File: src/rtl/core/cop_pkg.sv
// ----------------------------------------------------------------------------
// cop_pkg
// shared types, codes and helpers for the circle outline pixel generator
// ----------------------------------------------------------------------------
package cop_pkg;

  localparam int unsigned CoordW   = 16;
  localparam int unsigned RadiusW  = 14;
  localparam int unsigned ColorW   = 16;
  localparam int unsigned IdxW     = 3;
  localparam int unsigned InDataW  = 64;
  localparam int unsigned OutDataW = 48;
  localparam int unsigned OutUserW = 2;

  // item kind carried on the input tuser
  localparam logic KindStart = 1'b0;
  localparam logic KindStep  = 1'b1;

  typedef enum logic [1:0] {
    MODE_START,
    MODE_STEP,
    MODE_IDLE
  } run_mode_e;

  // one run: everything the serializer needs to produce its pixels
  typedef struct packed {
    run_mode_e           mode;
    logic [CoordW-1:0]   cx;
    logic [CoordW-1:0]   cy;
    logic [ColorW-1:0]   col;
    logic [CoordW-1:0]   a;
    logic [CoordW-1:0]   b;
    logic                done;
  } run_t;

  // index of the final pixel of a run
  function automatic logic [IdxW-1:0] last_idx(run_mode_e mode);
    logic [IdxW-1:0] res;
    case (mode)
      MODE_START: res = IdxW'(3);
      MODE_STEP:  res = IdxW'(7);
      default:    res = '0;
    endcase
    return res;
  endfunction

endpackage

File: src/rtl/core/cop_state.sv
// ----------------------------------------------------------------------------
// cop_state
// midpoint decision state, updated once per accepted item
// ----------------------------------------------------------------------------
module cop_state (
  input  logic                          clk_i,
  input  logic                          rst_ni,
  input  logic                          accept_i,
  input  logic                          kind_i,
  input  logic [cop_pkg::CoordW-1:0]    center_x_i,
  input  logic [cop_pkg::CoordW-1:0]    center_y_i,
  input  logic [cop_pkg::RadiusW-1:0]   radius_i,
  input  logic [cop_pkg::ColorW-1:0]    color_i,
  output cop_pkg::run_t                 run_o
);
  import cop_pkg::*;

  logic [CoordW-1:0] step_x_q, step_x_d;
  logic [CoordW-1:0] step_y_q, step_y_d;
  logic [CoordW-1:0] dterm_q, dterm_d;
  logic [CoordW-1:0] x_inc_q, x_inc_d;
  logic [CoordW-1:0] y_inc_q, y_inc_d;
  logic [CoordW-1:0] cx_q, cx_d;
  logic [CoordW-1:0] cy_q, cy_d;
  logic [ColorW-1:0] col_q, col_d;
  logic              active_q, active_d;

  logic [CoordW-1:0] r_ext;
  logic              move_y;
  logic [CoordW-1:0] y_inc_stp;
  logic [CoordW-1:0] x_inc_stp;
  logic [CoordW-1:0] y_add;
  logic              done;

  always_comb begin
    r_ext     = CoordW'(radius_i);
    move_y    = ~dterm_q[CoordW-1];
    y_inc_stp = move_y ? y_inc_q + CoordW'(2) : y_inc_q;
    x_inc_stp = x_inc_q + CoordW'(2);
    y_add     = move_y ? y_inc_stp : '0;

    step_x_d = step_x_q;
    step_y_d = step_y_q;
    dterm_d  = dterm_q;
    x_inc_d  = x_inc_q;
    y_inc_d  = y_inc_q;
    cx_d     = cx_q;
    cy_d     = cy_q;
    col_d    = col_q;
    active_d = active_q;
    done     = 1'b1;

    run_o      = '0;
    run_o.mode = MODE_IDLE;

    if (kind_i == KindStart) begin
      step_x_d = '0;
      step_y_d = r_ext;
      dterm_d  = CoordW'(1) - r_ext;
      x_inc_d  = CoordW'(1);
      y_inc_d  = '0 - (r_ext << 1);
      cx_d     = center_x_i;
      cy_d     = center_y_i;
      col_d    = color_i;
      done     = (radius_i == '0);
      active_d = ~done;
      run_o.mode = MODE_START;
      run_o.cx   = center_x_i;
      run_o.cy   = center_y_i;
      run_o.col  = color_i;
      run_o.a    = '0;
      run_o.b    = r_ext;
      run_o.done = done;
    end else if (active_q) begin
      step_x_d = step_x_q + CoordW'(1);
      step_y_d = move_y ? step_y_q - CoordW'(1) : step_y_q;
      y_inc_d  = y_inc_stp;
      x_inc_d  = x_inc_stp;
      dterm_d  = dterm_q + y_add + x_inc_stp;
      // finished once the column offset reaches the row offset
      done     = ~($signed(step_x_d) < $signed(step_y_d));
      active_d = ~done;
      run_o.mode = MODE_STEP;
      run_o.cx   = cx_q;
      run_o.cy   = cy_q;
      run_o.col  = col_q;
      run_o.a    = step_x_d;
      run_o.b    = step_y_d;
      run_o.done = done;
    end else begin
      run_o.done = 1'b1;
    end
  end

  always_ff @(posedge clk_i or negedge rst_ni) begin
    if (!rst_ni) begin
      step_x_q <= '0;
      step_y_q <= '0;
      dterm_q  <= '0;
      x_inc_q  <= CoordW'(1);
      y_inc_q  <= '0;
      cx_q     <= '0;
      cy_q     <= '0;
      col_q    <= '0;
      active_q <= 1'b0;
    end else if (accept_i) begin
      step_x_q <= step_x_d;
      step_y_q <= step_y_d;
      dterm_q  <= dterm_d;
      x_inc_q  <= x_inc_d;
      y_inc_q  <= y_inc_d;
      cx_q     <= cx_d;
      cy_q     <= cy_d;
      col_q    <= col_d;
      active_q <= active_d;
    end
  end

endmodule

File: src/rtl/core/cop_emit.sv
// ----------------------------------------------------------------------------
// cop_emit
// run register and pixel serializer feeding the output register
// ----------------------------------------------------------------------------
module cop_emit (
  input  logic                            clk_i,
  input  logic                            rst_ni,
  input  logic                            load_i,
  input  cop_pkg::run_t                   run_i,
  output logic                            load_ready_o,
  output logic                            out_valid_o,
  input  logic                            out_ready_i,
  output logic [cop_pkg::OutDataW-1:0]    out_data_o,
  output logic [cop_pkg::OutUserW-1:0]    out_user_o,
  output logic                            out_last_o
);
  import cop_pkg::*;

  cop_pkg::run_t     run_q;
  logic              run_valid_q;
  logic [IdxW-1:0]   idx_q;

  logic              out_valid_q;
  logic [CoordW-1:0] px_q, px_d;
  logic [CoordW-1:0] py_q, py_d;
  logic [ColorW-1:0] pc_q, pc_d;
  logic              pv_q, pv_d;
  logic              pl_q, pl_d;
  logic              pd_q, pd_d;

  logic              out_free;
  logic              fire;
  logic              run_end;
  logic              swap, xneg, yneg;
  logic [CoordW-1:0] xmag, ymag;

  assign out_free     = ~out_valid_q | out_ready_i;
  assign fire         = run_valid_q & out_free;
  assign run_end      = fire & (idx_q == last_idx(run_q.mode));
  assign load_ready_o = ~run_valid_q | run_end;

  // octant mirroring from the pixel index
  always_comb begin
    if (run_q.mode == MODE_START) begin
      swap = idx_q[1];
      xneg = idx_q[0];
      yneg = idx_q[0];
    end else begin
      swap = idx_q[2];
      xneg = idx_q[0];
      yneg = idx_q[1];
    end
    xmag = swap ? run_q.b : run_q.a;
    ymag = swap ? run_q.a : run_q.b;

    if (run_q.mode == MODE_IDLE) begin
      px_d = '0;
      py_d = '0;
      pc_d = '0;
      pv_d = 1'b0;
    end else begin
      px_d = xneg ? run_q.cx - xmag : run_q.cx + xmag;
      py_d = yneg ? run_q.cy - ymag : run_q.cy + ymag;
      pc_d = run_q.col;
      pv_d = 1'b1;
    end
    pl_d = (idx_q == last_idx(run_q.mode));
    pd_d = pl_d & run_q.done;
  end

  always_ff @(posedge clk_i or negedge rst_ni) begin
    if (!rst_ni) begin
      run_valid_q <= 1'b0;
      idx_q       <= '0;
    end else if (load_i) begin
      run_valid_q <= 1'b1;
      idx_q       <= '0;
    end else if (run_end) begin
      run_valid_q <= 1'b0;
    end else if (fire) begin
      idx_q <= idx_q + IdxW'(1);
    end
  end

  always_ff @(posedge clk_i) begin
    if (load_i) begin
      run_q <= run_i;
    end
  end

  always_ff @(posedge clk_i or negedge rst_ni) begin
    if (!rst_ni) begin
      out_valid_q <= 1'b0;
    end else if (fire) begin
      out_valid_q <= 1'b1;
    end else if (out_ready_i) begin
      out_valid_q <= 1'b0;
    end
  end

  always_ff @(posedge clk_i) begin
    if (fire) begin
      px_q <= px_d;
      py_q <= py_d;
      pc_q <= pc_d;
      pv_q <= pv_d;
      pl_q <= pl_d;
      pd_q <= pd_d;
    end
  end

  assign out_valid_o = out_valid_q;
  assign out_data_o  = {pc_q, py_q, px_q};
  assign out_user_o  = {pd_q, pv_q};
  assign out_last_o  = pl_q;

endmodule

File: src/rtl/core/circle_outline_pixel_generator_core.sv
// ----------------------------------------------------------------------------
// circle_outline_pixel_generator_core
// midpoint circle outline rasterizer with stream ports
// ----------------------------------------------------------------------------
// A start transaction (tuser 0) latches center, radius and color and yields
// the four axis pixels; a step transaction (tuser 1) advances the decision
// state and yields the eight mirrored pixels; a step with no circle in
// progress yields one invalid result. The pixel serializer puts out one
// result per cycle while the output register is free. The decision
// state is updated as a transaction is taken, and the next transaction is taken
// in the cycle the serializer issues the last pixel of the current run, so runs
// follow each other with no gap while the output register is not stalled.
// Duplicate pixels where the column offset equals the row offset are kept.
// tlast marks the final result of a run, and tuser bit 1 on that result says
// the circle is finished. All coordinates wrap in 16 bits.
// ----------------------------------------------------------------------------
module circle_outline_pixel_generator_core (
  input  logic                            clk_i,
  input  logic                            rst_ni,
  // slave side
  input  logic                            s_axis_tvalid,
  output logic                            s_axis_tready,
  // [15:0] center_x, [31:16] center_y, [45:32] radius, [61:46] color
  input  logic [cop_pkg::InDataW-1:0]     s_axis_tdata,
  // [0] kind
  input  logic                            s_axis_tuser,
  // master side
  output logic                            m_axis_tvalid,
  input  logic                            m_axis_tready,
  // [15:0] pixel_x, [31:16] pixel_y, [47:32] pixel_color
  output logic [cop_pkg::OutDataW-1:0]    m_axis_tdata,
  // [0] pixel_valid, [1] done_res
  output logic [cop_pkg::OutUserW-1:0]    m_axis_tuser,
  output logic                            m_axis_tlast
);
  import cop_pkg::*;

  logic   accept;
  logic   load_ready;
  run_t   run;

  // take a transaction whenever the run register is empty or draining
  assign s_axis_tready = load_ready;
  assign accept        = s_axis_tvalid & load_ready;

  // decision state and run descriptor
  cop_state u_state (
    .clk_i      (clk_i),
    .rst_ni     (rst_ni),
    .accept_i   (accept),
    .kind_i     (s_axis_tuser),
    .center_x_i (s_axis_tdata[15:0]),
    .center_y_i (s_axis_tdata[31:16]),
    .radius_i   (s_axis_tdata[45:32]),
    .color_i    (s_axis_tdata[61:46]),
    .run_o      (run)
  );

  // per-pixel serializer with output register
  cop_emit u_emit (
    .clk_i        (clk_i),
    .rst_ni       (rst_ni),
    .load_i       (accept),
    .run_i        (run),
    .load_ready_o (load_ready),
    .out_valid_o  (m_axis_tvalid),
    .out_ready_i  (m_axis_tready),
    .out_data_o   (m_axis_tdata),
    .out_user_o   (m_axis_tuser),
    .out_last_o   (m_axis_tlast)
  );

endmodule

File: config.mk
export PLATFORM = sky130hd
export DESIGN_NAME = circle_outline_pixel_generator_core
export DESIGN_NICKNAME = d
export VERILOG_FILES = /design/src/rtl/core/cop_pkg.sv /design/src/rtl/core/cop_state.sv /design/src/rtl/core/cop_emit.sv /design/src/rtl/core/circle_outline_pixel_generator_core.sv
export SDC_FILE = /design/constraint.sdc
export NUM_CORES = 1
export LEC_CHECK = 0
export BUFFER_PORTS_ARGS = -buffer_cell sky130_fd_sc_hd__buf_2
export CORE_UTILIZATION = 45
export CTS_BUF_LIST = sky130_fd_sc_hd__clkbuf_16
export DETAILED_ROUTE_END_ITERATION = 8
export GPL_TIMING_DRIVEN = 0
export MAX_ROUTING_LAYER = met4
export PLACE_DENSITY = 0.63
export SLEW_MARGIN = 5
export SYNTH_ARGS = -nofsm -noshare
export SYNTH_HDL_FRONTEND = slang
export SYNTH_SLANG_ARGS = --single-unit
export TNS_END_PERCENT = 10
File: constraint.sdc
create_clock -name clk_i -period 6.16 [get_ports clk_i]
set_input_delay 0.308 -clock clk_i [delete_from_list [all_inputs] [get_ports clk_i]]
set_output_delay 0.308 -clock clk_i [all_outputs]
set_load 0.05 [all_outputs]
==> flow_metrics.py, run 1 <==
metrics = {
    "run_status": {
        "status": "complete, no violations",
    },
    "floorplan": {
        "ios": 122,
        "die_area_um2": 36900,
        "start_util_pct": 45.7,
        "die_y_um": 192,
        "rows": 69,
        "die_w_um": 192,
        "core_area_um2": 35600,
    },
    "detailed_routing": {
        "routed_wl_mm": 48.1,
        "via_count": 13500,
        "vias_per_cell": 5.60,
        "ant_nets": 0,
        "firstDrtPassIters": 5,
        "drtIter0Drc": 1029,
        "drc": 0,
        "wire_per_inst_um": 19.9,
    },
    "timing": {
        "period_minus_slack_ps": 5600,
        "setup_viol": 0,
        "finalCritPeriodShare_pct": 91.0,
        "final-max-slew-violation-count": 0,
        "worst_pin_slew_ps": 1000,
        "setup_tns_ps": 0,
        "rsz0062_at_grt": "no",
        "hold_violations": 0,
        "clock_skew_ps": 16.9,
        "layout_setup_ws_ps": 557,
        "relSlewSlack_pct": 32.7,
        "timing.fmax_mhz": 178,
    },
    "cells_and_area": {
        "drive_above_1_share_pct": 10.6,
        "area_growth_syn_to_layout_pct": 15.0,
        "final_common_cell": "nand2_1",
        "antenna_cells": 0,
        "final_cell_mix": "nand2_1, o21ai_0, inv_1",
        "stdcell_count": 2409,
        "finalInstanceArea_um2": 18700,
        "final_nets": 2077,
    },
    "hold_path": {
        "min_path_cells": 3,
        "hp-class": "in2reg",
        "hp-start": "s_axis_tdata[61]",
        "min_to": "u_state.col_q[15]$_DFFE_PN0P_",
    },
    "worst_setup_path": {
        "crit_path_end_kind": "register",
        "reg2reg_from": "u_emit.run_q[82]$_SDFFCE_PN0P_",
        "rrSetupSlack_ps": 560,
        "crit_type": "reg2reg",
        "r2r_cells": 16,
        "r2r_end": "u_emit.py_q[15]$_SDFFCE_PN0P_",
        "cp-start-kind": "register",
        "cp.arrival_ps": 6030,
        "crit_fanout": 10,
        "cp_data_required_time_ps": 6590,
    },
    "power": {
        "p_sw_mw": 4.53,
        "powerDensity_nw_per_um2": 553,
        "power_leakage_nw": 8.14,
        "internal_power_mw": 5.81,
        "power_frac_comb_pct": 52.3,
        "power_frac_seq_pct": 28.5,
        "p_sw_share_pct": 43.8,
        "total_power_mw": 10.3,
        "clkPwrFrac_pct": 19.2,
        "ir_drop_mv": 0.435,
    },
    "placement": {
        "dp.cells": 2341,
        "io_buffers": 114,
        "place_area_um2": 17500,
        "dp_hpwl_mm": 36.0,
        "post-place-ws_ps": 575,
        "routabilityCongestion": 0.950,
    },
    "clock_network": {
        "clk_pin_slew_ps": 60,
        "htreeDepth": 1,
        "cts_root_buffer": "clkbuf_16",
        "cts-buffers-inserted": 31,
        "clock-sinks": 267,
        "clock_latency_ps": 580,
        "cts_tree": "done",
        "post_cts_buffers": 0,
        "clockBufferDepth": 3,
    },
    "synth": {
        "synth_top_family_by_area": "simple AND/OR/NAND/NOR gates",
        "synthTopCellsByArea": "edfxtp_1, dfrtp_1, o21ai_0",
        "synth_fp_nets": 1916,
        "synth_mux_area_share_pct": 2.63,
        "netlist.area_leader.share_pct": 24.8,
        "synthCells": 1762,
        "yosys.area_share.adder_pct": 7.38,
        "synth_xor_area_share_pct": 7.33,
        "synth_compound_area_share_pct": 15.2,
        "synth_simple_gate_area_share_pct": 16.8,
        "ys_ff_latch": 267,
        "ys_async_sr_fraction_pct": 49.8,
        "synth_area_um2": 16200,
        "synth_area_per_cell_um2": 9.22,
        "yosys_warnings": 0,
        "synth-main-ff-cell": "edfxtp_1",
        "ys_seq_area_share_pct": 45.3,
        "synth_edf_count": 134,
        "synth_top_cell_by_area": "edfxtp_1",
        "yosysUniqueCellTypes": 68,
    },
    "global_route": {
        "antenna_found_initial": 0,
        "grt_busiest_layer": "met2",
        "met3_usage_pct": 2.78,
        "track_usage_pct": 27.5,
        "overflow": 0,
        "grt_max_degree": 69,
        "grt_pass1_wl_mm": 75.0,
        "grt_pass1_vias": 13100,
        "grt.met2_usage_pct": 46.3,
        "grtUsageMet1_pct": 34.1,
    },
    "flow_run": {
        "maxCapViolCount": 0,
    },
}
==> registers in the layout (all words and copies together) (netlist names), 3 cells and up <==
register          count
u_state.y_inc_q      15
u_state.cx_q         16
u_state.step_y_q     16
u_emit.px_q          16
u_state.step_x_q     16
u_emit.pc_q          16
u_state.dterm_q      16
u_emit.run_q         83
u_state.col_q        16
u_state.cy_q         16
u_state.x_inc_q      16
u_emit.py_q          16
u_emit.idx_q          3
==> synthesized netlist by cell type, types with 3 or more instances <==
library cell  instances
a211oi_1             12
nand2b_1             13
nor2b_1              13
a221oi_1              3
o41ai_1               4
nand3b_1              4
nor3b_1               5
xor2_1               68
mux2i_1              37
nor2_1              118
o21ai_1               5
nand3_1              57
a21o_1               17
dfrtp_1             132
a31oi_1              13
or2_2                 7
fa_1                 18
a211o_1               3
and2_1               35
nand4_1               4
o211ai_1              3
buf_1                 7
o21ai_0             208
o31ai_1              16
ha_1                 67
nor4b_1               3
nor4_1               12
nand4b_1              3
mux2_2                5
a22o_1                5
inv_1               136
or3_1                17
o21a_1                8
o22ai_1              28
edfxtp_1            134
buf_2                14
nor3_1               34
xnor2_1              68
and3_1               19
a21oi_1              82
clkbuf_1             64
nand2_1             223
or4_1                 3
o211a_1               3
==> power groups by stage <==
stage          Clock (mW)  Sequential, mW  Combinational (mW)
2_1_floorplan           0            3.37                3.62
3_3_place_gp            0            2.97                5.26
3_5_place_dp            0            2.97                5.37
4_1_cts              2.02            2.94                5.41
5_1_grt              2.09            3.01                6.01
6_report             1.98            2.95                5.41
==> routing by layer <==
layer	share of wire (%)	up-vias
met4	3.9	0
met1	42	6519
met3	4.5	109
met5	0	-
met2	49	410
li1	-	6454
==> cell families (layout without fill, tap and decap cells) <==
group	after synthesis	in the layout
buf+inv	225	411
compound gates	427	427
fa+ha+maj	85	85
mux	42	42
flops	267	267
xor+xnor	136	136
simple gates	579	579
other cells	1	1
==> cell type report <==
type / instances / area (um^2)
fill: 3300 / 16900
multi-input combinational: 1270 / 8020
clock buffer: 31 / 776
tap: 461 / 577
inverter: 138 / 518
clock inverter: 27 / 318
buffer: 87 / 353
sequential: 267 / 7350
timing repair buffer: 128 / 764
==> critical path: stages (launching register included) <==
cell	delay, ps
edfxtp_1	440
nor2_1	320
mux2i_1	430
clkbuf_1	490
buf_2	360
buf_2	370
mux2i_1	280
ha_1	260
o21ai_0	440
ha_1	320
nor2b_1	140
o31ai_1	480
a211oi_1	160
o21ai_0	340
a21oi_1	140
or3_1	320
a21oi_1	140
==> metrics by stage <==
| step | hold WS (ps) | utilization [%] |
|---|---|---|
| after floorplan | 12.4 | - |
| after global placement | 462 | 48.9 |
| after detailed placement | 377 | 49.2 |
| after CTS | 1.35 | 52.5 |
| after global routing | 13.0 | 52.5 |
| final | 16.8 | 52.5 |
==> worst max path at each step <==
| stage | from | end | slack [ps] |
|---|---|---|---|
| final | u_emit.run_q[82]$_SDFFCE_PN0P_ | u_emit.py_q[15]$_SDFFCE_PN0P_ | 560 |
| after global routing | u_emit.run_q[82]$_SDFFCE_PN0P_ | u_emit.py_q[15]$_SDFFCE_PN0P_ | 140 |
| after CTS | u_emit.run_q[82]$_SDFFCE_PN0P_ | u_emit.px_q[15]$_SDFFCE_PN0P_ | 560 |
| after detailed placement | u_emit.run_q[82]$_SDFFCE_PN0P_ | u_emit.px_q[15]$_SDFFCE_PN0P_ | 580 |
| after global placement | u_emit.idx_q[0]$_DFFE_PN0P_ | u_state.dterm_q[1]$_DFFE_PN0P_ | -90 |
| after floorplan | u_emit.run_q[82]$_SDFFCE_PN0P_ | u_emit.py_q[14]$_SDFFCE_PN0P_ | 1720 |
==> repair_timing <==
action / CTS / global route
resized for setup: 0 / 1
hold buffers: 10 / 0
hold endpoints to repair: 74 / 0
endpoints found under the setup margin: 0 / 1
No activity file was read; power rests on OpenSTA's default activity.
==> run 2: changes to the inputs <==
REMOVE_ABC_BUFFERS = 1   (was unset)
==> flow_metrics.py, run 2 (synthesized netlist as in run 1, its figures left out) <==
metrics = {
    "placement": {
        "io_buffers": 119,
        "routabilityCongestion": 0.865,
        "place_area_um2": 17400,
        "dp_hpwl_mm": 27.8,
    },
    "detailed_routing": {
        "vias_per_cell": 5.42,
        "firstDrtPassIters": 5,
        "drc": 0,
        "routed_wl_mm": 39.7,
        "drtIter0Drc": 677,
        "via_count": 12800,
        "wire_per_inst_um": 16.8,
        "ant_nets": 0,
    },
    "timing": {
        "final-max-slew-violation-count": 0,
        "clock_skew_ps": 15.3,
        "setup_viol": 0,
        "relSlewSlack_pct": 32.5,
        "hold_violations": 0,
        "worst_pin_slew_ps": 1000,
        "finalCritPeriodShare_pct": 81.9,
        "rsz0062_at_grt": "no",
        "timing.fmax_mhz": 198,
        "period_minus_slack_ps": 5040,
    },
    "cells_and_area": {
        "final_nets": 2031,
        "largest_register_ffs": 83,
        "drive_above_1_share_pct": 11.0,
        "final_cell_mix": "nand2_1, o21ai_0, inv_1",
        "area_growth_syn_to_layout_pct": 15.9,
        "finalInstanceArea_um2": 18800,
        "seq_area_um2": 7350,
        "final_common_cell": "nand2_1",
        "largest-register": "u_emit.run_q",
        "n_fill_cell": 3228,
        "multi_input_area_um2": 8060,
    },
    "worst_setup_path": {
        "r2r_cells": 15,
        "cp_data_required_time_ps": 6600,
        "crit_path_end_kind": "register",
        "crit_path_max_incr_delay_ps": 830,
        "cp_slowest_cell": "mux2_2",
        "r2r_end": "u_emit.py_q[15]$_SDFFCE_PN0P_",
        "reg2reg_from": "u_emit.run_q[81]$_SDFFCE_PN0P_",
        "crit_fanout": 38,
        "rrSetupSlack_ps": 1120,
        "crit_type": "reg2reg",
        "cp-start-kind": "register",
        "cp.arrival_ps": 5490,
        "path_cells": "nor2_1 -> mux2_2 -> nand2_1 -> nand2_1 -> inv_1 -> ha_1 -> o21ai_0 -> ha_1 -> nor2b_1 -> o31ai_1 -> a211oi_1 -> o21ai_0 -> a21oi_1 -> or3_1 -> a21oi_1",
    },
    "clock_network": {
        "cts_root_buffer": "clkbuf_16",
        "clk_pin_slew_ps": 70,
        "cts_tree": "done",
        "cts_resized": 0,
        "htreeDepth": 1,
        "cts-buffers-inserted": 30,
        "clockBufferDepth": 3,
        "clock_latency_ps": 590,
        "clock-sinks": 267,
    },
    "floorplan": {
        "start_util_pct": 45.7,
        "die_area_um2": 36900,
        "die_w_um": 192,
        "ios": 122,
        "die_y_um": 192,
        "core_area_um2": 35600,
        "rows": 69,
    },
    "global_route": {
        "grt_pass1_wl_mm": 64.8,
        "track_usage_pct": 22.6,
        "overflow": 0,
        "grt_pass1_vias": 12700,
        "grt_max_degree": 96,
        "antenna_found_initial": 1,
    },
    "hold_path": {
        "hp-class": "in2reg",
        "hp-start": "s_axis_tdata[54]",
        "min_to": "u_state.col_q[8]$_DFFE_PN0P_",
        "min_path_cells": 3,
    },
    "run_status": {
        "status": "complete, no violations",
    },
    "power": {
        "powerDensity_nw_per_um2": 533,
        "ir_drop_mv": 0.389,
        "power_leakage_nw": 8.19,
        "total_power_mw": 10.0,
    },
    "flow_run": {
        "maxCapViolCount": 0,
    },
}
==> run 2: changes by cell type in the layout (fill, tap and decap cells not counted), moves of 3 or more <==
cell           before  now
buf_2             128  117
inv_1             141  137
clkinv_4            0    3
clkbuf_1           64    0
dlygate4sd3_1      10   40
buf_1               6    0
buf_16              1    5
==> run 2: worst max path at each step <==
stage,endpoint,from,slack (ps)
floorplan,u_state.y_inc_q[2]$_DFFE_PN0P_,u_emit.idx_q[0]$_DFFE_PN0P_,-490
global placement,u_state.y_inc_q[2]$_DFFE_PN0P_,u_emit.idx_q[0]$_DFFE_PN0P_,-5070
detailed placement,u_emit.px_q[15]$_SDFFCE_PN0P_,u_emit.run_q[82]$_SDFFCE_PN0P_,1060
CTS,u_emit.px_q[15]$_SDFFCE_PN0P_,u_emit.run_q[82]$_SDFFCE_PN0P_,1050
global route,u_emit.px_q[15]$_SDFFCE_PN0P_,u_emit.run_q[82]$_SDFFCE_PN0P_,680
finish,u_emit.py_q[15]$_SDFFCE_PN0P_,u_emit.run_q[81]$_SDFFCE_PN0P_,1120
==> run 2: area by class of cell <==
cell class / count / share of cell area [%]
repair buffers: 170 / 6.72
well taps: 461 / 3.06
flip-flops and latches: 267 / 39.1
inverters: 138 / 2.76
clock buffers: 30 / 3.99
multi-input cells: 1270 / 42.8
clock inverters: 26 / 1.57
diodes: 1 / 0.0133
==> run 2: per-layer routing <==
layer	part of all wire, %	vias up	track usage, %
met3	4.2	73	2.47
li1	-	6363	-
met1	45	6082	28.3
met4	2.9	0	6.63
met2	48	290	38.6
met5	0	-	-
==> run 2: stage by stage <==
stage / util [%] / TNS, ps / cells / hold WS, ps / setup slack, ps
after global routing: 52.9 / 0 / 2363 / 22.6 / 676
after global placement: 48.0 / -456340 / 2255 / 460 / -5070
final: 52.9 / 0 / 2363 / 14.1 / 1120
after CTS: 52.9 / 0 / 2362 / 1.11 / 1050
after detailed placement: 48.9 / 0 / 2266 / 225 / 1060
after floorplan: - / -6940 / 1675 / 12.4 / -489
==> run 2: power by group <==
part	internal, mW	switching (mW)
logic	2.00	3.15
clock network	1.11	0.773
registers	2.60	0.413
total	5.70	4.34
==> run 2: worst max-delay path: cells and delay by family (launching register included) <==
family          cells  cell delay [ps]
fa+ha+maj           2              600
flops               1              440
buf+inv             1               60
compound gates      6             1810
mux                 1              830
simple gates        5             1130
==> run 2: what timing repair did <==
item | CTS | global route
hold buffers | 40 | 0
buffers inserted | 0 | 0
hold endpoints to repair | 77 | 0
